--- src/hdl/tws_pkg.sv ---
// Package with the shared types and codes of the three-wire 9-bit serial master.
`default_nettype none
package tws_pkg;

  localparam int unsigned PHASE_W = 16;
  localparam int unsigned KIND_W = 2;
  localparam int unsigned WORD_W = 9;
  localparam int unsigned BYTE_W = 8;
  localparam logic [PHASE_W-1:0] PHASE_TICKS_RST = 16'd200;

  localparam logic [KIND_W-1:0] KIND_TICK  = 2'd0;
  localparam logic [KIND_W-1:0] KIND_WRITE = 2'd1;
  localparam logic [KIND_W-1:0] KIND_READ  = 2'd2;

  localparam logic [1:0] STEP_LOW   = 2'd0;
  localparam logic [1:0] STEP_SETUP = 2'd1;
  localparam logic [1:0] STEP_HIGH  = 2'd2;
  localparam logic [1:0] STEP_TAIL  = 2'd3;

  typedef enum logic [2:0] {
    MODE_IDLE  = 3'b001,
    MODE_WRITE = 3'b010,
    MODE_READ  = 3'b100
  } mode_t;

  typedef struct packed {
    logic              rejected;
    logic [BYTE_W-1:0] read_byte;
    logic              done_res;
    logic              busy_res;
    logic              sda_drive;
    logic              sda_out;
    logic              scl;
  } result_t;

endpackage
`default_nettype wire

--- src/hdl/three_wire_9bit_serial_master_top.sv ---
// Top level of the three-wire 9-bit serial master: stream ports, phase register and result register.
// The result of an item appears in the output register in the cycle after it is accepted.
// Throughput: one item per cycle; while a result waits, an item is taken only as that result leaves.
// The rate is set by the single pass through the sequencer between input and result register.
// Reset (rst_n, synchronous, active low) clears the transfer state, empties the output register
// and sets the phase length back to 200 ticks.
`default_nettype none
module three_wire_9bit_serial_master_top #(
  parameter int unsigned WRITE_BITS = 9,
  parameter int unsigned READ_BITS  = 8
) (
  input  wire logic        clk,
  input  wire logic        rst_n,
  input  wire logic        in_tvalid,
  output logic             in_tready,
  input  wire logic [15:0] in_tdata,   // word [8:0], sda_in [9], zero [15:10]
  input  wire logic [1:0]  in_tuser,   // kind [1:0]
  output logic             out_tvalid,
  input  wire logic        out_tready,
  output logic [15:0]      out_tdata,  // scl [0], sda_out [1], sda_drive [2], busy_res [3],
                                       // done_res [4], read_byte [12:5], rejected [13], zero [15:14]
  input  wire logic        cfg_valid,
  output logic             cfg_ready,
  input  wire logic [15:0] cfg_data    // phase_ticks
);

  logic                           in_accept;
  logic [tws_pkg::PHASE_W-1:0]    phase_ticks_r;
  logic                           out_valid_r;
  tws_pkg::result_t               result;
  tws_pkg::result_t               out_res_r;

  assign in_tready = !out_valid_r || out_tready;
  assign in_accept = in_tvalid && in_tready;
  assign cfg_ready = 1'b1;

  tws_engine #(
    .WRITE_BITS (WRITE_BITS),
    .READ_BITS  (READ_BITS)
  ) u_engine (
    .clk         (clk),
    .rst_n       (rst_n),
    .step        (in_accept),
    .kind        (in_tuser),
    .word        (in_tdata[8:0]),
    .sda_in      (in_tdata[9]),
    .phase_ticks (phase_ticks_r),
    .result      (result)
  );

  always_ff @(posedge clk) begin
    if (!rst_n) begin
      phase_ticks_r <= tws_pkg::PHASE_TICKS_RST;
    end else if (cfg_valid) begin
      phase_ticks_r <= cfg_data;
    end
  end

  always_ff @(posedge clk) begin
    if (!rst_n) begin
      out_valid_r <= 1'b0;
    end else if (in_tready) begin
      out_valid_r <= in_tvalid;
    end
  end

  always_ff @(posedge clk) begin
    if (in_accept) begin
      out_res_r <= result;
    end
  end

  assign out_tvalid = out_valid_r;
  assign out_tdata  = {2'b00, out_res_r};

endmodule
`default_nettype wire

--- src/hdl/tws_engine.sv ---
// Bus sequencer: holds the transfer state and works out the pin levels for each tick.
`default_nettype none
module tws_engine #(
  parameter int unsigned WRITE_BITS = 9,
  parameter int unsigned READ_BITS  = 8
) (
  input  wire logic                         clk,
  input  wire logic                         rst_n,
  input  wire logic                         step,
  input  wire logic [tws_pkg::KIND_W-1:0]   kind,
  input  wire logic [tws_pkg::WORD_W-1:0]   word,
  input  wire logic                         sda_in,
  input  wire logic [tws_pkg::PHASE_W-1:0]  phase_ticks,
  output tws_pkg::result_t                  result
);

  localparam int unsigned MAX_BITS = (WRITE_BITS > READ_BITS) ? WRITE_BITS : READ_BITS;
  localparam int unsigned BL_W = $clog2(MAX_BITS + 1);
  localparam int unsigned PW = tws_pkg::PHASE_W;

  tws_pkg::mode_t             mode_r, mode_nxt;
  logic [PW-1:0]              phase_count_r, phase_count_nxt;
  logic [1:0]                 phase_step_r, phase_step_nxt;
  logic [BL_W-1:0]            bits_left_r, bits_left_nxt;
  logic [WRITE_BITS-1:0]      shift_r, shift_nxt;
  logic                       clock_level_r, clock_level_nxt;
  logic                       data_level_r, data_level_nxt;
  logic                       data_drive_r, data_drive_nxt;
  logic [tws_pkg::BYTE_W-1:0] received_r, received_nxt;

  logic [PW-1:0]  limit;
  logic [PW:0]    count_inc;
  logic [BL_W-1:0] bits_dec;
  logic           rej;
  logic           done;

  always_comb begin
    limit = (phase_ticks == '0) ? PW'(1) : phase_ticks;
    count_inc = {1'b0, phase_count_r} + (PW+1)'(1);
    bits_dec = (bits_left_r != '0) ? (bits_left_r - BL_W'(1)) : bits_left_r;

    mode_nxt        = mode_r;
    phase_count_nxt = phase_count_r;
    phase_step_nxt  = phase_step_r;
    bits_left_nxt   = bits_left_r;
    shift_nxt       = shift_r;
    clock_level_nxt = clock_level_r;
    data_level_nxt  = data_level_r;
    data_drive_nxt  = data_drive_r;
    received_nxt    = received_r;
    rej  = 1'b0;
    done = 1'b0;

    if (mode_r != tws_pkg::MODE_IDLE) begin
      rej = (kind == tws_pkg::KIND_WRITE) || (kind == tws_pkg::KIND_READ);
      phase_count_nxt = count_inc[PW-1:0];
      if (count_inc >= {1'b0, limit}) begin
        phase_count_nxt = '0;
        if (phase_step_r == tws_pkg::STEP_TAIL) begin
          mode_nxt        = tws_pkg::MODE_IDLE;
          phase_step_nxt  = tws_pkg::STEP_LOW;
          clock_level_nxt = 1'b0;
          done            = 1'b1;
        end else if (mode_r == tws_pkg::MODE_WRITE && phase_step_r == tws_pkg::STEP_LOW) begin
          phase_step_nxt  = tws_pkg::STEP_SETUP;
          data_level_nxt  = shift_r[WRITE_BITS-1];
          shift_nxt       = {shift_r[WRITE_BITS-2:0], 1'b0};
          clock_level_nxt = 1'b0;
        end else if (mode_r == tws_pkg::MODE_WRITE
                     && phase_step_r == tws_pkg::STEP_SETUP) begin
          phase_step_nxt  = tws_pkg::STEP_HIGH;
          clock_level_nxt = 1'b1;
        end else if (mode_r == tws_pkg::MODE_READ && phase_step_r == tws_pkg::STEP_LOW) begin
          received_nxt    = {received_r[tws_pkg::BYTE_W-2:0], sda_in};
          phase_step_nxt  = tws_pkg::STEP_HIGH;
          clock_level_nxt = 1'b1;
        end else begin
          bits_left_nxt   = bits_dec;
          clock_level_nxt = 1'b0;
          phase_step_nxt  = (bits_dec == '0) ? tws_pkg::STEP_TAIL : tws_pkg::STEP_LOW;
        end
      end
    end else if (kind == tws_pkg::KIND_WRITE) begin
      mode_nxt        = tws_pkg::MODE_WRITE;
      shift_nxt       = WRITE_BITS'(word);
      bits_left_nxt   = BL_W'(WRITE_BITS);
      phase_step_nxt  = tws_pkg::STEP_LOW;
      phase_count_nxt = '0;
      clock_level_nxt = 1'b0;
      data_level_nxt  = 1'b0;
      data_drive_nxt  = 1'b1;
    end else if (kind == tws_pkg::KIND_READ) begin
      mode_nxt        = tws_pkg::MODE_READ;
      received_nxt    = '0;
      bits_left_nxt   = BL_W'(READ_BITS);
      phase_step_nxt  = tws_pkg::STEP_LOW;
      phase_count_nxt = '0;
      clock_level_nxt = 1'b0;
      data_drive_nxt  = 1'b0;
    end

    result.scl       = clock_level_nxt;
    result.sda_out   = data_drive_nxt & data_level_nxt;
    result.sda_drive = data_drive_nxt;
    result.busy_res  = (mode_nxt != tws_pkg::MODE_IDLE);
    result.done_res  = done;
    result.read_byte = received_nxt;
    result.rejected  = rej;
  end

  always_ff @(posedge clk) begin
    if (!rst_n) begin
      mode_r        <= tws_pkg::MODE_IDLE;
      phase_count_r <= '0;
      phase_step_r  <= tws_pkg::STEP_LOW;
      bits_left_r   <= '0;
      shift_r       <= '0;
      clock_level_r <= 1'b0;
      data_level_r  <= 1'b0;
      data_drive_r  <= 1'b0;
      received_r    <= '0;
    end else if (step) begin
      mode_r        <= mode_nxt;
      phase_count_r <= phase_count_nxt;
      phase_step_r  <= phase_step_nxt;
      bits_left_r   <= bits_left_nxt;
      shift_r       <= shift_nxt;
      clock_level_r <= clock_level_nxt;
      data_level_r  <= data_level_nxt;
      data_drive_r  <= data_drive_nxt;
      received_r    <= received_nxt;
    end
  end

endmodule
`default_nettype wire

--- config.mk ---
export PLATFORM = sky130hd
export DESIGN_NAME = three_wire_9bit_serial_master_top
export DESIGN_NICKNAME = d
export VERILOG_FILES = /design/src/hdl/tws_pkg.sv /design/src/hdl/three_wire_9bit_serial_master_top.sv /design/src/hdl/tws_engine.sv
export SDC_FILE = /design/constraint.sdc
export NUM_CORES = 1
export LEC_CHECK = 0
export BUFFER_PORTS_ARGS = -buffer_cell sky130_fd_sc_hd__buf_2
export CORE_MARGIN = 5
export CORE_UTILIZATION = 52
export DETAILED_ROUTE_END_ITERATION = 10
export HOLD_SLACK_MARGIN = 0.06
export PLACE_DENSITY = 0.76
export RECOVER_POWER = 50
export SLEW_MARGIN = 10
export SYNTH_ARGS = -nofsm -noshare
export SYNTH_HDL_FRONTEND = slang
export SYNTH_SLANG_ARGS = --single-unit
--- constraint.sdc ---
create_clock -name clk -period 3.2 [get_ports clk]
set_input_delay 0.16 -clock clk [delete_from_list [all_inputs] [get_ports clk]]
set_output_delay 0.16 -clock clk [all_outputs]
set_load 0.05 [all_outputs]
### Word level (Yosys, flattened, before mapping)

Cells that the tools add are included.

| storage, ports and cells | value |
|---|---|
| output and inout port bits | 19 |
| register bits | 76 |
| word-level logic and storage cells | 112 |
| input bits | 39 |

| operators by class | value |
|---|---|
| reduce and logical (&&, ||, !) cells | 18 |
| mux-type cells | 58 |
| equality and inequality tests | 14 |
| $lt $le $gt $ge | 1 |
| bitwise logic cells | 1 |
| add/sub/neg operators | 2 |

Operator list:

| cell | number |
|---|---|
| two-way mux 16 bit | 5 |
| two-way mux 8 bit | 8 |
| two-way mux 9 bit | 5 |
| two-way mux 4 bit | 9 |
| two-way mux 2 bit | 9 |
| adder 16 x 1 -> 17 bit (second input constant) | 1 |
| greater-or-equal comparator 17 x 16 -> 1 bit | 1 |
| two-way mux 1 bit | 17 |
| zero test 16 bit | 1 |
| two-way mux 3 bit | 5 |
| inequality test 2 bit (second input constant) | 6 |
| AND reduction 7 bit | 1 |
| inequality test 3 x 1 -> 1 bit (second input constant) | 2 |
| AND reduction 5 bit | 1 |
| == test 2 x 1 -> 1 bit (second input constant) | 2 |
| == test 2 bit (second input constant) | 2 |
| logical AND 1 bit | 4 |
| zero test 4 bit | 1 |
| AND reduction 2 bit | 2 |
| nonzero test 4 bit | 1 |
| subtractor 4 x 1 -> 4 bit (second input constant) | 1 |
| == test 3 x 2 -> 1 bit (second input constant) | 1 |
| == test 3 bit (second input constant) | 1 |
| AND reduction 3 bit | 1 |
| other kinds (6) | 7 |

### Logic depth before layout (Yosys ltp)

Gate-level depths: netlist of run 1.

| logic depth | value |
|---|---|
| depth after elaboration | 10 |
| gate-level depth with buffers | 16 |
| mapped depth without buffers | 14 |

### Modules after synthesis

A second synthesis of run 1 with hierarchy kept.

| unflattened totals | value |
|---|---|
| cells, all modules | 527 |
| area total of the unflattened synthesis | 4495.6 um2 |

Modules (own cells, without submodules):

| module | sequential area each (um2) | area each (um2) | cells each | instances |
|---|---|---|---|---|
| tws_engine | 900.9 | 3393.3 | 452 | 1 |
| three_wire_9bit_serial_master_top | 760.7 | 1102.3 | 75 | 1 |

### Worst setup path before layout of run 1

Ideal clock, no wire load.

| timing path | value |
|---|---|
| path type | register to register |
| start | register u_engine.phase_count_r[2] |
| end | register u_engine.shift_r[8] |
| path buffers | 2 |
| clock period less this slack | 3.439 ns |
| stages on the path, launching flop included | 17 |
| slack | -0.239 ns |
| data required time | 3.113 ns |
| setup time | 0.087 ns |
| data arrival time | 3.352 ns |
| cells stage by stage | dfxtp_1 -> and2_1 -> nand4_1 -> nor2_1 -> nand3_1 -> nor2_1 -> xor2_1 -> ha_1 -> a21oi_1 -> o211ai_1 -> or3_1 -> buf_6 -> or4_4 -> nand3_4 -> buf_8 -> nand3_1 -> o31ai_1 |

| on the way | value |
|---|---|
| word-level cells in the longest chain between the ends | 4 |

RTL lines:

| item | line | text |
|---|---|---|
| start: declaration | tws_engine.sv:22 | `logic [PW-1:0] phase_count_r, phase_count_nxt;` |
| start signal: assignment | tws_engine.sv:124 | `phase_count_r <= phase_count_nxt;` |
| adder 16 x 1 -> 17 bit | tws_engine.sv:39 | `count_inc = {1'b0, phase_count_r} + (PW+1)'(1);` |
| greater-or-equal comparator 17 x 16 -> 1 bit | tws_engine.sv:57 | `if (count_inc >= {1'b0, limit}) begin` |
| inequality test 2 bit (no line) | n/a |  |
| AND reduction 5 bit (no line) | n/a |  |
| end signal: assignment | tws_engine.sv:127 | `shift_r <= shift_nxt;` |
| end: declaration | tws_engine.sv:25 | `logic [WRITE_BITS-1:0] shift_r, shift_nxt;` |

Every way passes these cells.
A chain may end at the register's enable or synchronous reset.

### Final worst setup path of run 1

| timing path | value |
|---|---|
| start | register u_engine.phase_count_r[2] |
| end | register u_engine.phase_count_r[10] |

| on the way | value |
|---|---|
| word-level cells in the longest chain between the ends | 4 |

RTL lines:

| item | line | text |
|---|---|---|
| adder 16 x 1 -> 17 bit * | tws_engine.sv:39 |  |
| greater-or-equal comparator 17 x 16 -> 1 bit | tws_engine.sv:57 |  |
| two-way mux 16 bit * | tws_engine.sv:57 |  |
| two-way mux 16 bit * | tws_engine.sv:54 | `if (mode_r != tws_pkg::MODE_IDLE) begin` |

Mark *: on every way between the ends. The rest lies on a longest branch, timed or not.

==> flow_metrics.tcl, run 1 <==
set metrics [dict create \
    num_vias 4038 \
    fin_cells 684 \
    cp.arrival_ns 3.58 \
    hold_end "phase_ticks_r[0]" \
    p_total_mw 2.13 \
    drive_gt1_frac 0.276 \
    peakVddDrop_v 0.000268 \
    cts-root-buf "clkbuf_8" \
    grt_overflow_total 0 \
    period_share 1.03 \
    setup_tns_ns -1.02 \
    die_h_microns 100 \
    drv_cap 0 \
    drtPass1Iterations 6 \
    crit_type "flip-flop to flip-flop" \
    slowest_stage "or4_4" \
    hp-class "input port to flip-flop" \
    netlist_top_cells_area "dfxtp_1 29%, edfxtp_1 9.9%, ha_1 5.9%, mux2i_1 5.2%, nand3_1 4.9%" \
    rows 33 \
    p_leak_nw 2.28 \
    wl_per_cell_microns 16.6 \
    max_stage_delay_ns 0.55 \
    hold_violations 0 \
    diodes 0 \
    nNetsFinal 633 \
    period_needed_ns 3.30 \
    min_path_cells 3 \
    rr_endpoint "u_engine.phase_count_r[10]" \
    dieWidth_microns 100 \
    synth.most_common_cell "dfxtp_1" \
    core_sq_um 8090 \
    place_ws_ns -0.119 \
    ys_warn_count 0 \
    ioPinCount 58 \
    hpwlAfterDp_microns 6840 \
    drtIter0Drc 327 \
    post-place-cells 639 \
    synth.distinct_cells 64 \
    final_max_slew_viol_count 0 \
    synth_top_area_share 0.292 \
    synthArstFlopShare 0 \
    grt_pass1_vias 3703 \
    ff2ff_path_depth 15 \
    clk_transition_reported_paths_ns 0.09 \
    ant_nets 0 \
    setup_viol 23 \
    syn_area_sq_um 4250 \
    clock_sinks 76 \
    fmax_ghz 0.303 \
    htreeDepth 3 \
    setup_slack_ns -0.0968 \
    drc 0 \
    rrSetupSlack_ns -0.1 \
    cts_tree "built" \
    hp-start "cfg_data[0]" \
    drt_wl_total_microns 11400 \
    max_slew_margin 0.244 \
    syn-instance-count 481 \
    place_congestion 0.827 \
    crit_chain "and2_4, nand4_1, nor2_2, nand3_2, nor2_2, xor2_1, ha_1, nand3_2, o211ai_1, or3_4, buf_4, inv_4, nand2_4, or4_4, a21oi_2" \
    ys_seq_area_frac 0.391 \
    clock_latency_ns 0.35 \
    status "finished, violations left" \
    worstPathRequired_ns 3.48 \
    synth_flop_cell "dfxtp_1" \
    viasPerCell 5.90 \
    numCtsBuffers 9 \
    grt_util_all_layers 0.207 \
    ys_seq_elements 76 \
    power.density_nw_per_um2 389 \
    die_area_sq_um 10100 \
    yosysTopAreaCell "dfxtp_1" \
    synth_commonest_cells "62 x dfxtp_1, 42 x nand3_1, 37 x inv_1" \
    worstMarginPinSlew_ns 1.13 \
    start_kind "flip-flop" \
    holdWs_ns 0.0646 \
    syn2layout_area_growth_pct 28.6 \
    initial_core_util 0.526 \
    syn_avg_cell_area_sq_um 8.84 \
    grt_max_degree 49 \
    cp_max_fo 5 \
    io_buffer_count 48 \
    grt_pass1_wl_microns 17100 \
    violations "negative setup slack" \
    rsz0062_at_grt "yes" \
    fin_skew_ns 0.0117 \
    clockBufferDepth 2 \
    fillers 652 \
    r2r-start "u_engine.phase_count_r[2]" \
    antenna_found_initial 0 \
    critPathCaptureType "flip-flop" \
    synth_edf_count 14 \
]
## area by class of cell
class	instances	area, sq um	share of cell area
inverters	38	145	0.0265
clock inverters	7	55.1	0.0101
clock buffers	9	124	0.0226
multi-input cells	340	2560	0.468
repair buffers	109	779	0.142
well taps	105	131	0.0240
flip-flops and latches	76	1680	0.306
## per-layer routing
metal | track usage | vias up | routed length (microns)
li1 | - | 1931 | -
met1 | 0.261 | 1910 | 4830
met2 | 0.350 | 173 | 5560
met3 | 0.0443 | 24 | 740
met4 | 0.0715 | 0 | 227
met5 | 0 | - | 0
## state kept, by name, indices dropped and copies added, names as in the netlist
signal,count
u_engine.mode_r,3
phase_ticks_r,16
u_engine.shift_r,9
u_engine.phase_step_r,2
u_engine.clock_level_r,1
u_engine.bits_left_r,4
u_engine.received_r,8
u_engine.data_drive_r,1
u_engine.phase_count_r,16
out_tdata,14
out_tvalid,1
u_engine.data_level_r,1
## cell usage in the layout (no fill, tap or decap), types with 4 or more instances in the layout
cell | synthesis | final
mux2i_1 | 22 | 22
nor3_2 | 1 | 4
a21oi_1 | 13 | 10
o211ai_1 | 7 | 7
o221ai_1 | 6 | 5
inv_1 | 37 | 36
clkbuf_8 | 0 | 9
nand2_1 | 33 | 32
o31ai_1 | 9 | 9
clkbuf_1 | 17 | 12
or3_1 | 5 | 4
inv_6 | 0 | 4
xnor2_1 | 10 | 5
nand3_1 | 42 | 36
dfxtp_1 | 62 | 57
ha_1 | 20 | 19
nand3_2 | 1 | 6
edfxtp_1 | 14 | 14
a21o_1 | 6 | 6
buf_6 | 5 | 5
xor2_1 | 4 | 4
dlygate4sd3_1 | 1 | 14
nand2b_1 | 6 | 6
o21ai_0 | 26 | 13
a211oi_1 | 4 | 4
nor4_1 | 7 | 5
buf_4 | 4 | 39
a22o_1 | 8 | 8
nand4_1 | 11 | 11
xnor2_2 | 0 | 5
nand3_4 | 1 | 4
buf_2 | 1 | 36
nor3_1 | 12 | 9
o21ai_1 | 1 | 13
nor2_1 | 35 | 31
## per-stage QoR
stage	instance area, sq um	util
6_report	5470	0.676
5_1_grt	5470	0.676
4_1_cts	5160	0.638
3_5_place_dp	4750	0.587
3_3_place_gp	4750	0.587
2_1_floorplan	4290	-
## critical path: cells and delay by family, from the launching register on
family	cells	cell delay, ns
flip-flops	1	0.35
buffers and inverters	2	0.22
adder cells (fa/ha/maj)	1	0.30
AND/OR/NAND/NOR	9	1.91
AO/OA/AOI/OAI	2	0.28
XOR/XNOR	1	0.16
## power by group
part           total, mW  internal [mW]  switching [mW]
Combinational      0.405          0.151           0.255
Sequential          1.04           1.01          0.0277
Clock              0.690          0.291           0.398
Total               2.13           1.45           0.681
## worst max path at each step
stage	endpoint	depth (start not counted)	start
after floorplan	u_engine.shift_r[8]	16	u_engine.phase_count_r[2]
after global placement	u_engine.bits_left_r[0]	14	u_engine.phase_count_r[1]
after detailed placement	u_engine.shift_r[7]	14	u_engine.phase_count_r[1]
after CTS	u_engine.bits_left_r[0]	14	u_engine.phase_count_r[2]
after global routing	u_engine.phase_count_r[10]	15	u_engine.phase_count_r[3]
final	u_engine.phase_count_r[10]	15	u_engine.phase_count_r[2]
## repair_timing
action,4_1_cts,5_1_grt
buffers inserted,1,10
endpoints found under the hold margin,14,0
resized for setup,16,51
pin swaps,2,13
hold buffers,14,0
endpoints found under the setup margin,39,50
gates cloned,1,3
## kinds of logic after synthesis
group | count (synthesis) | share of synthesized area
adder cells (fa/ha/maj) | 20 | 0.0588
other | 2 | 0.00177
AO/OA/AOI/OAI | 103 | 0.174
flip-flops | 76 | 0.391
XOR/XNOR | 14 | 0.0288
multiplexers | 22 | 0.0518
buffers and inverters | 68 | 0.0768
AND/OR/NAND/NOR | 176 | 0.217
Power figures use the tool's default switching activity.
==> inputs of run 2 (changes only) <==
--- a/config.mk
+++ b/config.mk
@@ -7,10 +7,11 @@
 export LEC_CHECK = 0
 export BUFFER_PORTS_ARGS = -buffer_cell sky130_fd_sc_hd__buf_2
 export CORE_MARGIN = 5
-export CORE_UTILIZATION = 52
+export CORE_UTILIZATION = 54
+export CTS_BUF_LIST = sky130_fd_sc_hd__clkbuf_2
 export DETAILED_ROUTE_END_ITERATION = 10
 export HOLD_SLACK_MARGIN = 0.06
-export PLACE_DENSITY = 0.76
+export PLACE_DENSITY = 0.79
 export RECOVER_POWER = 50
 export SLEW_MARGIN = 10
 export SYNTH_ARGS = -nofsm -noshare
==> run 2 against run 1 <==
The flow still finishes with violations (negative setup slack). Cell count is 1.9% higher. Power is 0.16% lower. Via count grew 5.3%. Clock skew is 0.016 ns higher. Flip-flop and latch count did not move. Count of clock-buffer cells in the layout did not move. Critical path depth down 1. Die area decreased by 3.3%.
==> flow_metrics.tcl, run 2 (same netlist as run 1, synthesis figures left out) <==
set metrics [dict create \
    grt_max_degree 49 \
    grt_overflow_total 0 \
    violations "negative setup slack" \
    fin_skew_ns 0.0273 \
    seqCellArea_sq_um 1670 \
    crit_chain "ha_4, nand4_2, nor2_1, and2_4, nand3_1, xnor2_2, ha_1, nand3_2, nor3_1, or3_4, or4_4, nand3_4, or4_1, o22ai_1" \
    cts_tree "built" \
    final_max_slew_viol_count 0 \
    mostFrequentLayoutCell "dfxtp_1" \
    r2r-start "u_engine.phase_count_r[1]" \
    drive_gt1_frac 0.257 \
    slowest_stage "or4_1" \
    cts-root-buf "clkbuf_2" \
    hold_end "u_engine.mode_r[0]" \
    rsz0062_at_grt "yes" \
    num_vias 4251 \
    clock_sinks 76 \
    antenna_found_initial 0 \
    status "finished, violations left" \
    rr_endpoint "u_engine.bits_left_r[1]" \
    fin_cells 697 \
    io_buffer_count 48 \
    crit_family "simple AND/OR/NAND/NOR gates" \
    grt_pass1_wl_microns 19300 \
    clk_transition_reported_paths_ns 0.26 \
    post-place-cells 632 \
    place_ws_ns -0.0921 \
    holdWs_ns 0.0884 \
    numCtsBuffers 9 \
    dieWidth_microns 98.8 \
    clock_latency_ns 0.57 \
    crit_type "flip-flop to flip-flop" \
    rows 32 \
    min_path_cells 3 \
    setup_viol 42 \
    hold_violations 0 \
    setup_slack_ns -0.246 \
    ioPinCount 58 \
    drc 0 \
    cp_max_fo 6 \
    crit_buf_inv 0 \
    place_congestion 0.905 \
    fillers 550 \
    ant_nets 0 \
    rrSetupSlack_ns -0.25 \
    hpwlAfterDp_microns 6810 \
    cp.arrival_ns 3.94 \
    htreeDepth 3 \
    hp-class "input port to flip-flop" \
    placed_area_sq_um 4720 \
    fmax_ghz 0.290 \
    initial_core_util 0.553 \
    drtPass1Iterations 5 \
    viasPerCell 6.10 \
    p_leak_nw 2.32 \
    peakVddDrop_v 0.000251 \
    worstPathRequired_ns 3.70 \
    power.density_nw_per_um2 383 \
    grt_util_all_layers 0.243 \
    max_stage_delay_ns 0.50 \
    nNetsFinal 649 \
    drv_cap 0 \
    die_area_sq_um 9750 \
    critPathCaptureType "flip-flop" \
    layout_common_cells "58 x dfxtp_1, 39 x buf_4, 38 x nand3_1, 36 x inv_1, 35 x buf_2" \
    grt_pass1_vias 4031 \
    period_share 1.08 \
    utilization 0.723 \
    start_kind "flip-flop" \
    final_area_sq_um 5560 \
    period_needed_ns 3.45 \
    p_total_mw 2.13 \
    diodes 0 \
    die_h_microns 98.8 \
    max_slew_margin 0.443 \
    core_sq_um 7690 \
    hp-start "rst_n" \
    multiInputGateArea_sq_um 2520 \
    setup_tns_ns -4.31 \
    syn2layout_area_growth_pct 30.7 \
    ff2ff_path_depth 14 \
    clockBufferDepth 2 \
    drtIter0Drc 478 \
    wl_per_cell_microns 17.9 \
    drt_wl_total_microns 12500 \
    worstMarginPinSlew_ns 0.829 \
]
[run 2: layout make-up]
cell class                      instances  area share
Inverter                               38      0.0257
Multi-Input combinational cell        340       0.454
Sequential cell                        76       0.301
Clock buffer                            9     0.00810
Tap cell                              102      0.0230
Clock inverter                          7      0.0189
Timing Repair Buffer                  125       0.169
[run 2: metal layers]
metal | global-route usage | vias up | routed length [microns]
li1 | - | 1971 | -
met1 | 0.298 | 1989 | 5000
met2 | 0.402 | 230 | 6090
met3 | 0.0524 | 61 | 829
met4 | 0.121 | 0 | 539
met5 | 0 | - | 0
[run 2: power breakdown]
| part | total (mW) | leakage [nW] | internal, mW | switching (mW) |
|---|---|---|---|---|
| clock | 0.674 | 0.0854 | 0.272 | 0.402 |
| combinational | 0.415 | 1.59 | 0.153 | 0.261 |
| sequential | 1.04 | 0.647 | 1.01 | 0.0273 |
| total | 2.13 | 2.32 | 1.44 | 0.691 |
[run 2: worst register-to-register path, stage by stage (launching register included)]
cell and delay, ns:
dfxtp_4 0.42, ha_4 0.14, nand4_2 0.12, nor2_1 0.17, and2_4 0.19, nand3_1 0.12
xnor2_2 0.17, ha_1 0.36, nand3_2 0.13, nor3_1 0.35, or3_4 0.23, or4_4 0.18
nand3_4 0.12, or4_1 0.50, o22ai_1 0.17
[run 2: what timing repair did]
item,CTS,global route
cloned,1,4
pin swaps,4,11
hold endpoints to repair,29,0
setup buffers,8,4
endpoints found under the setup margin,44,56
gates resized for setup,14,33
hold buffers,32,0
[run 2: worst max-delay path by stage]
stage / start / to / cells after the start / slack, ns
floorplan: u_engine.phase_count_r[2] / u_engine.shift_r[8] / 16 / 0.06
global placement: u_engine.phase_count_r[2] / u_engine.bits_left_r[0] / 14 / -0.007
detailed placement: u_engine.phase_count_r[2] / u_engine.shift_r[7] / 14 / -0.09
CTS: u_engine.phase_count_r[1] / u_engine.bits_left_r[0] / 14 / -0.05
global route: u_engine.phase_count_r[0] / u_engine.bits_left_r[1] / 14 / -0.33
finish: u_engine.phase_count_r[1] / u_engine.bits_left_r[1] / 14 / -0.25
==> inputs of run 3 (changes only) <==
--- a/config.mk
+++ b/config.mk
@@ -11,7 +11,7 @@
 export CTS_BUF_LIST = sky130_fd_sc_hd__clkbuf_2
 export DETAILED_ROUTE_END_ITERATION = 10
 export HOLD_SLACK_MARGIN = 0.06
-export PLACE_DENSITY = 0.79
+export PLACE_DENSITY_LB_ADDON = 0.12
 export RECOVER_POWER = 50
 export SLEW_MARGIN = 10
 export SYNTH_ARGS = -nofsm -noshare
==> run 3 against run 2 <==
The run still ends with negative setup slack left. Fmax increased by 5.7%. Flip-flop and latch count unchanged. First-iteration DRC count decreased by 57%. Count of clock-buffer cells in the layout increased by 1.
==> flow_metrics.tcl, run 3 (same netlist as run 1, synthesis figures left out) <==
set metrics [dict create \
    hpwlAfterDp_microns 6840 \
    clk_transition_reported_paths_ns 0.24 \
    cp_max_fo 6 \
    peakVddDrop_v 0.000248 \
    power.internal_mw 1.45 \
    seq_power_share 0.495 \
    die_area_sq_um 9750 \
    fin_skew_ns 0.0327 \
    diodes 0 \
    start_kind "flip-flop" \
    final_max_slew_viol_count 0 \
    nNetsFinal 656 \
    fin_cells 704 \
    worstMarginPinSlew_ns 0.789 \
    ff2ff_path_depth 14 \
    critPathCaptureType "flip-flop" \
    clockBufferDepth 2 \
    period_needed_ns 3.26 \
    worst_path_most_repeated_cell "nand3_2" \
    power.density_nw_per_um2 371 \
    die_h_microns 98.8 \
    antenna_found_initial 0 \
    setup_viol 12 \
    holdWs_ns 0.112 \
    crit_chain "ha_4, nand4_4, nor2_4, and2_4, nand3_2, xnor2_2, ha_1, nand3_2, o211ai_1, or3_4, or4_4, nand3_4, buf_4, o31ai_1" \
    placed_area_sq_um 4780 \
    hold_violations 0 \
    hp-class "input port to flip-flop" \
    sw_frac_of_total 0.312 \
    period_share 1.02 \
    grt_pass1_wl_microns 18100 \
    io_buffer_count 48 \
    fmax_ghz 0.307 \
    setup_tns_ns -0.492 \
    crit_type "flip-flop to flip-flop" \
    grt_util_all_layers 0.226 \
    power_switching_uw 655 \
    dieWidth_microns 98.8 \
    cp.arrival_ns 3.66 \
    wl_per_cell_microns 16.1 \
    setup_slack_ns -0.0616 \
    place_congestion 0.904 \
    drv_cap 0 \
    final_area_sq_um 5670 \
    core_sq_um 7690 \
    ioPinCount 58 \
    clock_sinks 76 \
    cts_tree "built" \
    cts-root-buf "clkbuf_2" \
    max_stage_delay_ns 0.51 \
    ant_nets 0 \
    post-place-cells 640 \
    clkPwrFrac 0.306 \
    numCtsBuffers 9 \
    violations "negative setup slack" \
    drtIter0Drc 205 \
    grt_max_degree 49 \
    layout_common_cells "57 x dfxtp_1, 49 x buf_4, 37 x buf_2, 36 x inv_1, 35 x nand3_1" \
    num_vias 4100 \
    rsz0062_at_grt "yes" \
    mostFrequentLayoutCell "dfxtp_1" \
    grt_pass1_vias 3871 \
    max_slew_margin 0.470 \
    clock_latency_ns 0.53 \
    p_leak_nw 2.37 \
    initial_core_util 0.553 \
    status "finished, violations left" \
    slowest_stage "or4_4" \
    grt_overflow_total 0 \
    min_path_cells 3 \
    rows 32 \
    drive_gt1_frac 0.289 \
    syn2layout_area_growth_pct 33.2 \
    drtPass1Iterations 5 \
    drc 0 \
    htreeDepth 3 \
    viasPerCell 5.82 \
    drt_wl_total_microns 11300 \
    combPwrFrac 0.199 \
    worstPathRequired_ns 3.60 \
]
## run 3: cell count changes in the layout (fill, tap and decap cells not counted), moves of 3 or more
cell     change
buf_4       +10
nand3_1      -3
nor2_4       +3
o21ai_0      +5
o21ai_1      -6
## run 3: worst max-delay path: cells and delay by family (launching register included)
kind	cells	cell delay, ns
compound gates	2	0.18
flops	1	0.42
xor+xnor	1	0.19
simple gates	8	1.75
fa+ha+maj	2	0.49
buf+inv	1	0.12
## run 3: worst paths after layout
check                       startpoint                      end  slack (ns)
max          u_engine.phase_count_r[1]  u_engine.bits_left_r[2]       -0.06
min                          cfg_valid         phase_ticks_r[6]        0.11
max reg2reg  u_engine.phase_count_r[1]  u_engine.bits_left_r[2]       -0.06
min reg2reg        u_engine.shift_r[5]      u_engine.shift_r[5]        0.49
## run 3: metal layers
| metal | track usage | wire length, microns | share of wire | vias up |
|---|---|---|---|---|
| met3 | 0.0460 | 597 | 0.053 | 22 |
| li1 | - | - | - | 1982 |
| met4 | 0.0798 | 191 | 0.017 | 0 |
| met1 | 0.300 | 4970 | 0.44 | 1950 |
| met5 | 0 | 0 | 0 | - |
| met2 | 0.365 | 5550 | 0.49 | 146 |
## run 3: metrics by stage
stage,setup WS (ns),power [mW],utilization
finish,-0.0616,2.10,0.737
global route,-0.181,2.20,0.737
global placement,-0.0438,1.39,0.621
floorplan,0.0559,1.32,-
detailed placement,-0.101,1.40,0.621
CTS,-0.0325,2.08,0.706
## run 3: area by class of cell
| type | count | area (sq um) |
|---|---|---|
| Clock inverter | 6 | 96.3 |
| Tap cell | 102 | 128 |
| Clock buffer | 10 | 50.0 |
| Sequential cell | 76 | 1670 |
| Timing Repair Buffer | 132 | 958 |
| Inverter | 38 | 143 |
| Fill cell | 577 | 2020 |
| Multi-Input combinational cell | 340 | 2620 |
## run 3: power groups by stage
| stage | clock network (mW) | logic (mW) | registers (mW) |
|---|---|---|---|
| finish | 0.642 | 0.418 | 1.04 |
| global route | 0.704 | 0.452 | 1.04 |
| CTS | 0.654 | 0.391 | 1.04 |
| detailed placement | 0 | 0.338 | 1.06 |
| global placement | 0 | 0.332 | 1.05 |
| floorplan | 0 | 0.230 | 1.09 |
## run 3: timing repair
| item | 4_1_cts | 5_1_grt |
|---|---|---|
| endpoints found under the hold margin | 29 | 0 |
| setup buffers | 6 | 9 |
| hold buffers | 31 | 0 |
| setup endpoints to repair | 39 | 51 |
| resized for setup | 24 | 38 |
| pin swaps | 22 | 28 |
| cloned | 2 | 0 |
